--- src/tdmf_pkg.sv ---
// ----------------------------------------------------------------------------
// tdmf_pkg
// Shared types, codes and the CRC-16/ARC byte step for the dose message framer.
// ----------------------------------------------------------------------------
`default_nettype none

package tdmf_pkg;

    localparam int unsigned MsgBytes = 6;
    localparam logic [15:0] CrcPoly  = 16'hA001;   // reflected form of 0x8005
    localparam logic [15:0] CrcSeed  = 16'h0000;
    localparam logic [15:0] DelayRst = 16'd10;
    localparam logic [15:0] CountMax = 16'hFFFF;

    typedef enum logic {
        OP_TICK    = 1'b0,
        OP_TRIGGER = 1'b1
    } t_opcode;

    // register index = paddr[4:3]
    typedef enum logic [1:0] {
        REG_DELAY  = 2'd0,
        REG_TBL_LO = 2'd1,
        REG_TBL_HI = 2'd2
    } t_reg_idx;

    typedef enum logic [2:0] {
        BYTE_DOSE   = 3'd0,
        BYTE_ENERGY = 3'd1,
        BYTE_PAD0   = 3'd2,
        BYTE_PAD1   = 3'd3,
        BYTE_CRC_LO = 3'd4,
        BYTE_CRC_HI = 3'd5
    } t_byte_sel;

    typedef struct packed {
        logic [15:0] transmit_delay;
        logic [63:0] dose_table_low;
        logic [63:0] dose_table_high;
    } t_cfg;

    // one pending message: the CRC follows from these two bytes
    typedef struct packed {
        logic [7:0] dose;
        logic       energy;
    } t_msg_rec;

    function automatic logic [15:0] crc_add_byte(input logic [15:0] crc_in,
                                                 input logic [7:0]  data);
        logic [15:0] c;
        c = crc_in ^ {8'h00, data};
        for (int b = 0; b < 8; b++) begin
            if (c[0]) begin
                c = (c >> 1) ^ CrcPoly;
            end else begin
                c = c >> 1;
            end
        end
        return c;
    endfunction

endpackage

`default_nettype wire

--- src/tdmf_if.sv ---
// ----------------------------------------------------------------------------
// tdmf_if
// Valid/ready channels for trigger/tick requests and message bytes.
// ----------------------------------------------------------------------------
`default_nettype none

interface tdmf_in_if;
    logic       valid;
    logic       ready;
    logic       opcode;
    logic [3:0] dose_select;

    modport source (output valid, output opcode, output dose_select, input ready);
    modport sink   (input valid, input opcode, input dose_select, output ready);
endinterface

interface tdmf_out_if;
    logic       valid;
    logic       ready;
    logic [7:0] tx_byte;
    logic       last_byte;

    modport source (output valid, output tx_byte, output last_byte, input ready);
    modport sink   (input valid, input tx_byte, input last_byte, output ready);
endinterface

`default_nettype wire

--- src/tdmf_cfg_regs.sv ---
// ----------------------------------------------------------------------------
// tdmf_cfg_regs
// APB register file: transmit delay and the two packed dose table words.
// ----------------------------------------------------------------------------
`default_nettype none

module tdmf_cfg_regs (
    input  wire logic          i_clk,
    input  wire logic          i_rst_n,
    input  wire logic          psel,
    input  wire logic          penable,
    input  wire logic          pwrite,
    input  wire logic [4:0]    paddr,
    input  wire logic [63:0]   pwdata,
    output logic      [63:0]   prdata,
    output logic               pready,
    output tdmf_pkg::t_cfg     o_cfg
);
    import tdmf_pkg::*;

    logic [15:0] r_delay;
    logic [63:0] r_tbl_lo;
    logic [63:0] r_tbl_hi;
    logic        w_wr;
    t_reg_idx    w_idx;

    assign pready = 1'b1;
    assign w_wr   = psel && penable && pwrite;
    assign w_idx  = t_reg_idx'(paddr[4:3]);

    always_ff @(posedge i_clk) begin
        if (!i_rst_n) begin
            r_delay  <= DelayRst;
            r_tbl_lo <= '0;
            r_tbl_hi <= '0;
        end else if (w_wr) begin
            case (w_idx)
                REG_DELAY:  r_delay  <= pwdata[15:0];
                REG_TBL_LO: r_tbl_lo <= pwdata;
                REG_TBL_HI: r_tbl_hi <= pwdata;
                default: ;
            endcase
        end
    end

    always_comb begin
        case (w_idx)
            REG_DELAY:  prdata = {48'h0, r_delay};
            REG_TBL_LO: prdata = r_tbl_lo;
            REG_TBL_HI: prdata = r_tbl_hi;
            default:    prdata = '0;
        endcase
    end

    assign o_cfg.transmit_delay  = r_delay;
    assign o_cfg.dose_table_low  = r_tbl_lo;
    assign o_cfg.dose_table_high = r_tbl_hi;

endmodule

`default_nettype wire

--- src/tdmf_front.sv ---
// ----------------------------------------------------------------------------
// tdmf_front
// Takes ticks and triggers, keeps energy/wait/count/dose state and queues a
// message record when the delay count reaches the threshold.
// ----------------------------------------------------------------------------
`default_nettype none

module tdmf_front (
    input  wire logic               i_clk,
    input  wire logic               i_rst_n,
    input  wire tdmf_pkg::t_cfg     i_cfg,
    input  wire logic               i_valid,
    output logic                    o_ready,
    input  wire logic               i_opcode,
    input  wire logic [3:0]         i_dose_select,
    input  wire logic               i_queue_full,
    output logic                    o_push,
    output tdmf_pkg::t_msg_rec      o_rec
);
    import tdmf_pkg::*;

    logic        r_energy, n_energy;
    logic        r_waiting, n_waiting;
    logic [15:0] r_count, n_count;
    logic [7:0]  r_dose, n_dose;
    logic        w_accept;
    logic [63:0] w_word;
    logic [7:0]  w_lookup;

    assign o_ready  = !i_queue_full;
    assign w_accept = i_valid && o_ready;

    assign w_word   = i_dose_select[3] ? i_cfg.dose_table_high : i_cfg.dose_table_low;
    assign w_lookup = w_word[{i_dose_select[2:0], 3'b000} +: 8];

    always_comb begin
        n_energy  = r_energy;
        n_waiting = r_waiting;
        n_count   = r_count;
        n_dose    = r_dose;
        o_push    = 1'b0;
        if (w_accept) begin
            case (t_opcode'(i_opcode))
                OP_TICK: begin
                    if (r_waiting && r_count != CountMax) begin
                        n_count = r_count + 16'd1;
                    end
                end
                OP_TRIGGER: begin
                    n_waiting = 1'b1;
                    n_energy  = ~r_energy;
                    n_dose    = w_lookup;
                end
                default: ;
            endcase
            if (n_count >= i_cfg.transmit_delay) begin
                o_push    = 1'b1;
                n_count   = '0;
                n_waiting = 1'b0;
            end
        end
    end

    assign o_rec.dose   = n_dose;
    assign o_rec.energy = n_energy;

    always_ff @(posedge i_clk) begin
        if (!i_rst_n) begin
            r_energy  <= 1'b0;
            r_waiting <= 1'b0;
            r_count   <= '0;
            r_dose    <= '0;
        end else begin
            r_energy  <= n_energy;
            r_waiting <= n_waiting;
            r_count   <= n_count;
            r_dose    <= n_dose;
        end
    end

    a_push_clears: assert property (@(posedge i_clk) disable iff (!i_rst_n)
        o_push |=> (r_count == '0) && !r_waiting)
        else $error("front: count or wait flag not cleared after a send");

    a_no_push_full: assert property (@(posedge i_clk) disable iff (!i_rst_n)
        i_queue_full |-> !o_push)
        else $error("front: message queued while queue full");

    a_count_idle: assert property (@(posedge i_clk) disable iff (!i_rst_n)
        (!r_waiting && !w_accept) |=> $stable(r_count))
        else $error("front: count moved while idle");

endmodule

`default_nettype wire

--- src/tdmf_msg_fifo.sv ---
// ----------------------------------------------------------------------------
// tdmf_msg_fifo
// Short queue of pending message records between front and back.
// ----------------------------------------------------------------------------
`default_nettype none

module tdmf_msg_fifo #(
    parameter int unsigned DEPTH = 2
) (
    input  wire logic               i_clk,
    input  wire logic               i_rst_n,
    input  wire logic               i_push,
    input  wire tdmf_pkg::t_msg_rec i_rec,
    output logic                    o_full,
    input  wire logic               i_pop,
    output logic                    o_valid,
    output tdmf_pkg::t_msg_rec      o_rec
);
    import tdmf_pkg::*;

    localparam int unsigned PtrW = (DEPTH > 1) ? $clog2(DEPTH) : 1;
    localparam int unsigned CntW = $clog2(DEPTH + 1);
    localparam logic [PtrW-1:0] PtrLast = PtrW'(DEPTH - 1);

    t_msg_rec        r_mem [DEPTH];
    logic [PtrW-1:0] r_wr_ptr, r_rd_ptr;
    logic [CntW-1:0] r_count;

    assign o_full  = (r_count == CntW'(DEPTH));
    assign o_valid = (r_count != '0);
    assign o_rec   = r_mem[r_rd_ptr];

    always_ff @(posedge i_clk) begin
        if (i_push) begin
            r_mem[r_wr_ptr] <= i_rec;
        end
    end

    always_ff @(posedge i_clk) begin
        if (!i_rst_n) begin
            r_wr_ptr <= '0;
            r_rd_ptr <= '0;
            r_count  <= '0;
        end else begin
            if (i_push) begin
                r_wr_ptr <= (r_wr_ptr == PtrLast) ? '0 : r_wr_ptr + PtrW'(1);
            end
            if (i_pop) begin
                r_rd_ptr <= (r_rd_ptr == PtrLast) ? '0 : r_rd_ptr + PtrW'(1);
            end
            case ({i_push, i_pop})
                2'b10:   r_count <= r_count + CntW'(1);
                2'b01:   r_count <= r_count - CntW'(1);
                default: ;
            endcase
        end
    end

    a_no_overflow: assert property (@(posedge i_clk) disable iff (!i_rst_n)
        !(i_push && o_full))
        else $error("fifo: push while full");

    a_no_underflow: assert property (@(posedge i_clk) disable iff (!i_rst_n)
        !(i_pop && !o_valid))
        else $error("fifo: pop while empty");

endmodule

`default_nettype wire

--- src/tdmf_back.sv ---
// ----------------------------------------------------------------------------
// tdmf_back
// Serializes one message record into six bytes, folding each of the first
// four into a running CRC-16/ARC that supplies the last two.
// ----------------------------------------------------------------------------
`default_nettype none

module tdmf_back (
    input  wire logic               i_clk,
    input  wire logic               i_rst_n,
    input  wire logic               i_rec_valid,
    input  wire tdmf_pkg::t_msg_rec i_rec,
    output logic                    o_pop,
    output logic                    o_valid,
    input  wire logic               i_ready,
    output logic [7:0]              o_tx_byte,
    output logic                    o_last_byte
);
    import tdmf_pkg::*;

    logic        r_busy;
    t_byte_sel   r_idx;
    logic [15:0] r_crc;
    t_msg_rec    r_rec;
    logic        w_take;
    logic        w_done;

    assign o_valid = r_busy;
    assign w_take  = o_valid && i_ready;
    assign w_done  = w_take && (r_idx == BYTE_CRC_HI);
    assign o_pop   = i_rec_valid && (!r_busy || w_done);

    always_comb begin
        case (r_idx)
            BYTE_DOSE:   o_tx_byte = r_rec.dose;
            BYTE_ENERGY: o_tx_byte = {7'h00, r_rec.energy};
            BYTE_PAD0:   o_tx_byte = 8'h00;
            BYTE_PAD1:   o_tx_byte = 8'h00;
            BYTE_CRC_LO: o_tx_byte = r_crc[7:0];
            BYTE_CRC_HI: o_tx_byte = r_crc[15:8];
            default:     o_tx_byte = 8'h00;
        endcase
    end

    assign o_last_byte = (r_idx == BYTE_CRC_HI);

    always_ff @(posedge i_clk) begin
        if (o_pop) begin
            r_rec <= i_rec;
        end
    end

    always_ff @(posedge i_clk) begin
        if (!i_rst_n) begin
            r_busy <= 1'b0;
            r_idx  <= BYTE_DOSE;
            r_crc  <= CrcSeed;
        end else if (o_pop) begin
            r_busy <= 1'b1;
            r_idx  <= BYTE_DOSE;
            r_crc  <= CrcSeed;
        end else if (w_done) begin
            r_busy <= 1'b0;
            r_idx  <= BYTE_DOSE;
        end else if (w_take) begin
            r_idx <= t_byte_sel'(r_idx + 3'd1);
            // CRC covers the four payload bytes only
            if (r_idx < BYTE_CRC_LO) begin
                r_crc <= crc_add_byte(r_crc, o_tx_byte);
            end
        end
    end

    a_idx_range: assert property (@(posedge i_clk) disable iff (!i_rst_n)
        o_valid |-> (r_idx <= BYTE_CRC_HI))
        else $error("back: byte index out of range");

    a_stall_hold: assert property (@(posedge i_clk) disable iff (!i_rst_n)
        (o_valid && !i_ready) |=> $stable(r_idx) && $stable(r_crc))
        else $error("back: state moved while output stalled");

    a_pop_at_end: assert property (@(posedge i_clk) disable iff (!i_rst_n)
        (o_pop && r_busy) |-> w_done)
        else $error("back: new record loaded mid-message");

endmodule

`default_nettype wire

--- src/trigger_dose_message_framer.sv ---
// ----------------------------------------------------------------------------
// trigger_dose_message_framer
// Trigger/tick driven six-byte dose message framer with CRC-16/ARC.
//
//   port      dir  kind          payload
//   i_in      in   valid/ready   opcode[0], dose_select[3:0]
//   o_out     out  valid/ready   tx_byte[7:0], last_byte
//   psel..    in   APB write/rd  transmit_delay @0x00, dose tables @0x08, 0x10
//
// An input request is taken in the cycle it is valid with ready high; ready
// drops only while the message queue (FIFO_DEPTH records) is full. A request
// that sends queues its record at once; the byte serializer loads it from the
// queue head when free and sends its six bytes, then starts the next message
// without a gap. Synchronous active-low reset; no clearing pass. Output stalls
// fill the queue first and reach the input ready only once the queue is full.
// ----------------------------------------------------------------------------
`default_nettype none

module trigger_dose_message_framer #(
    parameter int unsigned FIFO_DEPTH = 2
) (
    input  wire logic          i_clk,
    input  wire logic          i_rst_n,
    tdmf_in_if.sink            i_in,
    tdmf_out_if.source         o_out,
    input  wire logic          psel,
    input  wire logic          penable,
    input  wire logic          pwrite,
    input  wire logic [4:0]    paddr,
    input  wire logic [63:0]   pwdata,
    output logic      [63:0]   prdata,
    output logic               pready
);
    import tdmf_pkg::*;

    t_cfg     w_cfg;
    t_msg_rec w_push_rec, w_head_rec;
    logic     w_push, w_full, w_pop, w_head_valid;

    tdmf_cfg_regs u_cfg (
        .i_clk   (i_clk),
        .i_rst_n (i_rst_n),
        .psel    (psel),
        .penable (penable),
        .pwrite  (pwrite),
        .paddr   (paddr),
        .pwdata  (pwdata),
        .prdata  (prdata),
        .pready  (pready),
        .o_cfg   (w_cfg)
    );

    tdmf_front u_front (
        .i_clk         (i_clk),
        .i_rst_n       (i_rst_n),
        .i_cfg         (w_cfg),
        .i_valid       (i_in.valid),
        .o_ready       (i_in.ready),
        .i_opcode      (i_in.opcode),
        .i_dose_select (i_in.dose_select),
        .i_queue_full  (w_full),
        .o_push        (w_push),
        .o_rec         (w_push_rec)
    );

    tdmf_msg_fifo #(
        .DEPTH (FIFO_DEPTH)
    ) u_fifo (
        .i_clk   (i_clk),
        .i_rst_n (i_rst_n),
        .i_push  (w_push),
        .i_rec   (w_push_rec),
        .o_full  (w_full),
        .i_pop   (w_pop),
        .o_valid (w_head_valid),
        .o_rec   (w_head_rec)
    );

    tdmf_back u_back (
        .i_clk       (i_clk),
        .i_rst_n     (i_rst_n),
        .i_rec_valid (w_head_valid),
        .i_rec       (w_head_rec),
        .o_pop       (w_pop),
        .o_valid     (o_out.valid),
        .i_ready     (o_out.ready),
        .o_tx_byte   (o_out.tx_byte),
        .o_last_byte (o_out.last_byte)
    );

endmodule

`default_nettype wire
--- src/flat_wrapper.sv ---
// flat-port wrapper written by rule: the top's interface ports become plain ports
module trigger_dose_message_framer_flat import tdmf_pkg::*;
#(
    parameter int unsigned FIFO_DEPTH = 2
)
  (i_clk, i_rst_n, psel, penable, pwrite, paddr, pwdata, prdata, pready, i_in_valid, i_in_opcode, i_in_dose_select, i_in_ready, o_out_valid, o_out_tx_byte, o_out_last_byte, o_out_ready);
  tdmf_in_if i_in_i ();
  tdmf_out_if o_out_i ();
  input  wire logic i_clk;
  input  wire logic i_rst_n;
  input  wire logic psel;
  input  wire logic penable;
  input  wire logic pwrite;
  input  wire logic [4:0] paddr;
  input  wire logic [63:0] pwdata;
  output logic      [63:0] prdata;
  output logic pready;
  input wire logic [$bits(i_in_i.valid)-1:0] i_in_valid;
  input wire logic [$bits(i_in_i.opcode)-1:0] i_in_opcode;
  input wire logic [$bits(i_in_i.dose_select)-1:0] i_in_dose_select;
  output wire logic [$bits(i_in_i.ready)-1:0] i_in_ready;
  output wire logic [$bits(o_out_i.valid)-1:0] o_out_valid;
  output wire logic [$bits(o_out_i.tx_byte)-1:0] o_out_tx_byte;
  output wire logic [$bits(o_out_i.last_byte)-1:0] o_out_last_byte;
  input wire logic [$bits(o_out_i.ready)-1:0] o_out_ready;
  assign i_in_i.valid = i_in_valid;
  assign i_in_i.opcode = i_in_opcode;
  assign i_in_i.dose_select = i_in_dose_select;
  assign i_in_ready = i_in_i.ready;
  assign o_out_valid = o_out_i.valid;
  assign o_out_tx_byte = o_out_i.tx_byte;
  assign o_out_last_byte = o_out_i.last_byte;
  assign o_out_i.ready = o_out_ready;
  trigger_dose_message_framer #(.FIFO_DEPTH(FIFO_DEPTH)) u_core (.i_clk(i_clk), .i_rst_n(i_rst_n), .i_in(i_in_i), .o_out(o_out_i), .psel(psel), .penable(penable), .pwrite(pwrite), .paddr(paddr), .pwdata(pwdata), .prdata(prdata), .pready(pready));
endmodule
--- config.mk ---
export PLATFORM = sky130hd
export DESIGN_NAME = trigger_dose_message_framer_flat
export DESIGN_NICKNAME = d
export VERILOG_FILES = /design/src/tdmf_pkg.sv /design/src/tdmf_if.sv /design/src/tdmf_cfg_regs.sv /design/src/tdmf_front.sv /design/src/tdmf_msg_fifo.sv /design/src/tdmf_back.sv /design/src/trigger_dose_message_framer.sv /design/src/flat_wrapper.sv
export SDC_FILE = /design/constraint.sdc
export NUM_CORES = 1
export LEC_CHECK = 0
export BUFFER_PORTS_ARGS = -buffer_cell sky130_fd_sc_hd__buf_2
export CAP_MARGIN = 10
export CELL_PAD_IN_SITES_DETAIL_PLACEMENT = 1
export CELL_PAD_IN_SITES_GLOBAL_PLACEMENT = 2
export CORE_MARGIN = 10
export CORE_UTILIZATION = 32
export CTS_BUF_LIST = sky130_fd_sc_hd__clkbuf_8
export DETAILED_ROUTE_END_ITERATION = 12
export PLACE_DENSITY = 0.81
export SLEW_MARGIN = 0
export SYNTH_ARGS = -nofsm -noshare
export SYNTH_HDL_FRONTEND = slang
export SYNTH_SLANG_ARGS = --single-unit
--- constraint.sdc ---
create_clock -name i_clk -period 5.9 [get_ports i_clk]
set_input_delay 0.885 -clock i_clk [delete_from_list [all_inputs] [get_ports i_clk]]
set_output_delay 0.885 -clock i_clk [all_outputs]
set_load 0.01 [all_outputs]
==> metrics.yaml <==
floorplanning:
  die_h_um: 208
  die-area_um2: 43300
  io_pins: 157
  start_util_pct: 32.6
  die_w_um: 208
  coreArea_um2: 34700
  rows: 68
setup_path:
  cpLargestDelayFamily: "simple AND/OR/NAND/NOR gates"
  reg2reg_slack_ps: 1480
  worst_path_largest_cell_delay_ps: 410
  cp_slowest_cell: "a21oi_1"
  crit_buf_inv: 0
  rr_endpoint: "u_core.u_fifo.r_count[1]"
  r2r_start: "u_core.u_front.r_count[8]"
  cp.required_ps: 6370
  worst-path-max-fanout: 6
  reg2reg_depth: 17
  cp_cell_sequence: "and3_1 -> and3_1 -> and3_1 -> a31o_2 -> nor4_2 -> nand2_1 -> xnor2_1 -> ha_1 -> a21o_1 -> a21oi_1 -> nor2b_1 -> nor3_1 -> o21ai_1 -> a21oi_1 -> ha_1 -> or3_1 -> a21boi_0"
  worst_setup_path_start_kind: "flop"
  end_kind: "flop"
  crit_type: "reg -> reg"
  crit_path_frequent_cell: "and3_1"
  crit_arrival_ps: 4890
power:
  total_power_w: 0.00353
  seqPwrFrac_pct: 45.3
  power_frac_comb_pct: 12.2
  power.leakage_nw: 5.09
  power.share.clock_pct: 42.5
  peakVddDrop_mv: 0.128
  p_int_w: 0.00257
  p_per_area_nw_per_um2: 267
  switchingPower_w: 0.000968
  swShare_pct: 27.4
global_route:
  grt_most_used_layer: "met2"
  antenna_found_initial: 3
  met1_usage_pct: 21.4
  grt_pass1_wl_mm: 60.2
  grt.overflow.total: 0
  met2_usage_pct: 30.0
  gr-usage-all-layers_pct: 17.4
  grt_pass1_vias: 9913
  grtUsageMet3_pct: 3.98
  grt_max_degree: 121
placed_design:
  place_hpwl_mm: 27.4
  io_buffers: 152
  place_congestion: 0.802
  dp_cells: 1775
  place_area_um2: 12400
  dp_slack_ps: 1360
route:
  route.vias.total: 9528
  drc: 0
  ant_nets: 0
  vias_per_cell: 5.14
  wl_per_cell_um: 21.0
  drtPass1Iterations: 5
  drt-initial-drc-count: 459
  wirelength_mm: 38.8
worst_hold_path:
  min_to: "u_core.u_cfg.r_tbl_hi[46]"
  hold_depth: 2
  min_from: "u_core.u_cfg.r_tbl_hi[46]"
  hold_path_class: "reg -> reg"
logic_synthesis:
  syn_inst: 1248
  synth_fp_nets: 1350
  synth_common_cells: "nand2_1 (350), dfxtp_1 (194), a21boi_0 (144)"
  synth.avg_cell_area_um2: 9.06
  synth-edff-count: 27
  synthDistinctLibCells: 55
  yosysTopAreaCell: "dfxtp_1"
  yosysMostFrequentCell: "nand2_1"
  synth_warnings: 0
  yosysSeqAreaShare_pct: 41.5
  netlist_area_um2: 11300
  synth_area_leaders: "dfxtp_1 (34%), nand2_1 (12%), a21boi_0 (9.6%), mux4_2 (8.0%), edfxtp_1 (7.2%)"
  yosys.area.top_type_share_pct: 34.3
  ys_async_sr_fraction_pct: 0
  synth_top_flop_cell: "dfxtp_1"
  synth_seq_cells: 221
layout:
  regArea_um2: 4690
  drive_gt1_share_pct: 21.8
  multi_input_area_um2: 6170
  syn_to_final_growth_pct: 16.9
  fin_nets: 1467
  stdcell_count: 1852
  num_antenna_cells: 0
  finalInstanceArea_um2: 13200
  fillCellCount: 4154
sta:
  min_period_over_period_pct: 74.9
  fin_ws_ps: 1480
  final.min_clock_period_ps: 4420
  relSlewSlack_pct: 28.1
  tightest_slew_ps: 1080
  setup_tns_ps: 0
  fmax_mhz: 226
  finalHoldViolCount: 0
  maxSlewViolCount: 0
  rsz0062_at_grt: "false"
  fin_skew_ps: 31.4
  setup_violations: 0
clock_network:
  cts_hold_buf: 0
  cts_setup_buffers: 0
  cts_sinks: 221
  cts_tree: "done"
  ctsLongestPathBuffers: 3
  cts_max_level: 2
  insertion_delay_ps: 560
  cts_resized: 0
  clk_pin_slew_ps: 60
  cts_root_buf: "clkbuf_8"
  numCtsBuffers: 43
run_status:
  outcome: "finished clean"
flow_run:
  drv_cap: 0
-- tightest hold or removal path, stage by stage, from the launching register on --
cell and delay, ps:
dfxtp_1 320, nand2_1 50, a21boi_0 60
-- logic make-up (layout without fill, tap and decap cells) --
logic type	after synthesis	in the layout	share of synthesized area (%)
other	1	1	0.0332
and+or+nand+nor	453	453	16.5
muxes	76	76	11.4
AOI/OAI and AO/OA	327	327	21.2
xor gates and xnor gates	33	33	2.82
adders and majority gates	21	21	2.32
DFF	221	221	41.5
buffers and inverters	116	265	4.23
-- flip-flops by register name (all words and copies together), names as in the netlist, 2 cells and up --
| register | count |
|---|---|
| u_core.u_back.r_crc | 16 |
| u_core.u_back.r_idx | 3 |
| u_core.u_back.r_rec | 9 |
| u_core.u_cfg.r_delay | 16 |
| u_core.u_cfg.r_tbl_hi | 64 |
| u_core.u_cfg.r_tbl_lo | 64 |
| u_core.u_fifo.r_count | 2 |
| u_core.u_fifo.r_mem | 18 |
| u_core.u_front.r_count | 16 |
| u_core.u_front.r_dose | 8 |
-- worst max path at each step --
stage	from	to	slack (ps)	cells after the start
4_1_cts	u_core.u_front.r_count[9]	u_core.u_fifo.r_count[1]	1470	17
3_5_place_dp	i_in_opcode	u_core.u_front.r_count[7]	1360	16
3_3_place_gp	i_in_opcode	u_core.u_fifo.r_count[1]	1380	16
2_1_floorplan	i_in_opcode	u_core.u_fifo.r_count[1]	2080	15
6_report	u_core.u_front.r_count[8]	u_core.u_fifo.r_count[1]	1480	17
5_1_grt	u_core.u_front.r_count[9]	u_core.u_front.r_count[15]	1100	17
-- through the flow --
stage	utilization (%)	hold slack (ps)
2_1_floorplan	-	453
3_3_place_gp	35.7	466
3_5_place_dp	35.7	476
4_1_cts	38.1	484
5_1_grt	38.1	506
6_report	38.1	481
-- routing by layer --
layer | wire [um] | up-vias
met3 | 2050 | 48
li1 | - | 4600
met4 | 643 | 4
met2 | 19100 | 201
met1 | 17000 | 4675
met5 | 32 | -
-- power by group through the flow --
| stage | clock network [W] | logic (W) | registers (W) |
|---|---|---|---|
| floorplan | 0 | 0.000312 | 0.00162 |
| global placement | 0 | 0.000431 | 0.00163 |
| detailed placement | 0 | 0.000438 | 0.00163 |
| CTS | 0.00155 | 0.000441 | 0.00160 |
| global route | 0.00162 | 0.000476 | 0.00160 |
| finish | 0.00150 | 0.000432 | 0.00160 |
-- cell usage in the layout, fill, tap and decap left out, drive strengths merged, types with 2 or more instances in the layout --
cell,netlist,routed
nor2b,4,4
nand3,11,11
clkinv,0,4
or3,2,2
o21a,6,6
inv,23,41
a21o,7,7
nand4,8,8
and3,5,5
o21ai,50,50
a21boi,144,144
nand2b,5,5
nand2,351,351
nor2,35,35
mux2,19,19
dfxtp,194,194
a211oi,10,10
edfxtp,27,27
a21oi,26,26
and2,14,14
mux2i,17,17
clkbuf,64,54
ha,21,21
nor3b,3,3
mux4,40,40
a22o,73,73
a31oi,2,2
buf,29,165
o211ai,3,3
xnor2,20,20
xor2,12,12
nor3,10,10
a211o,2,2
-- cell type report --
type	instances	area share, %
Multi-Input combinational cell	911	46.7
Sequential cell	221	35.5
Timing Repair Buffer	165	6.51
Clock buffer	54	5.62
Tap cell	455	4.31
Clock inverter	23	0.738
Inverter	23	0.653
No activity file was read; power rests on OpenSTA's default activity.
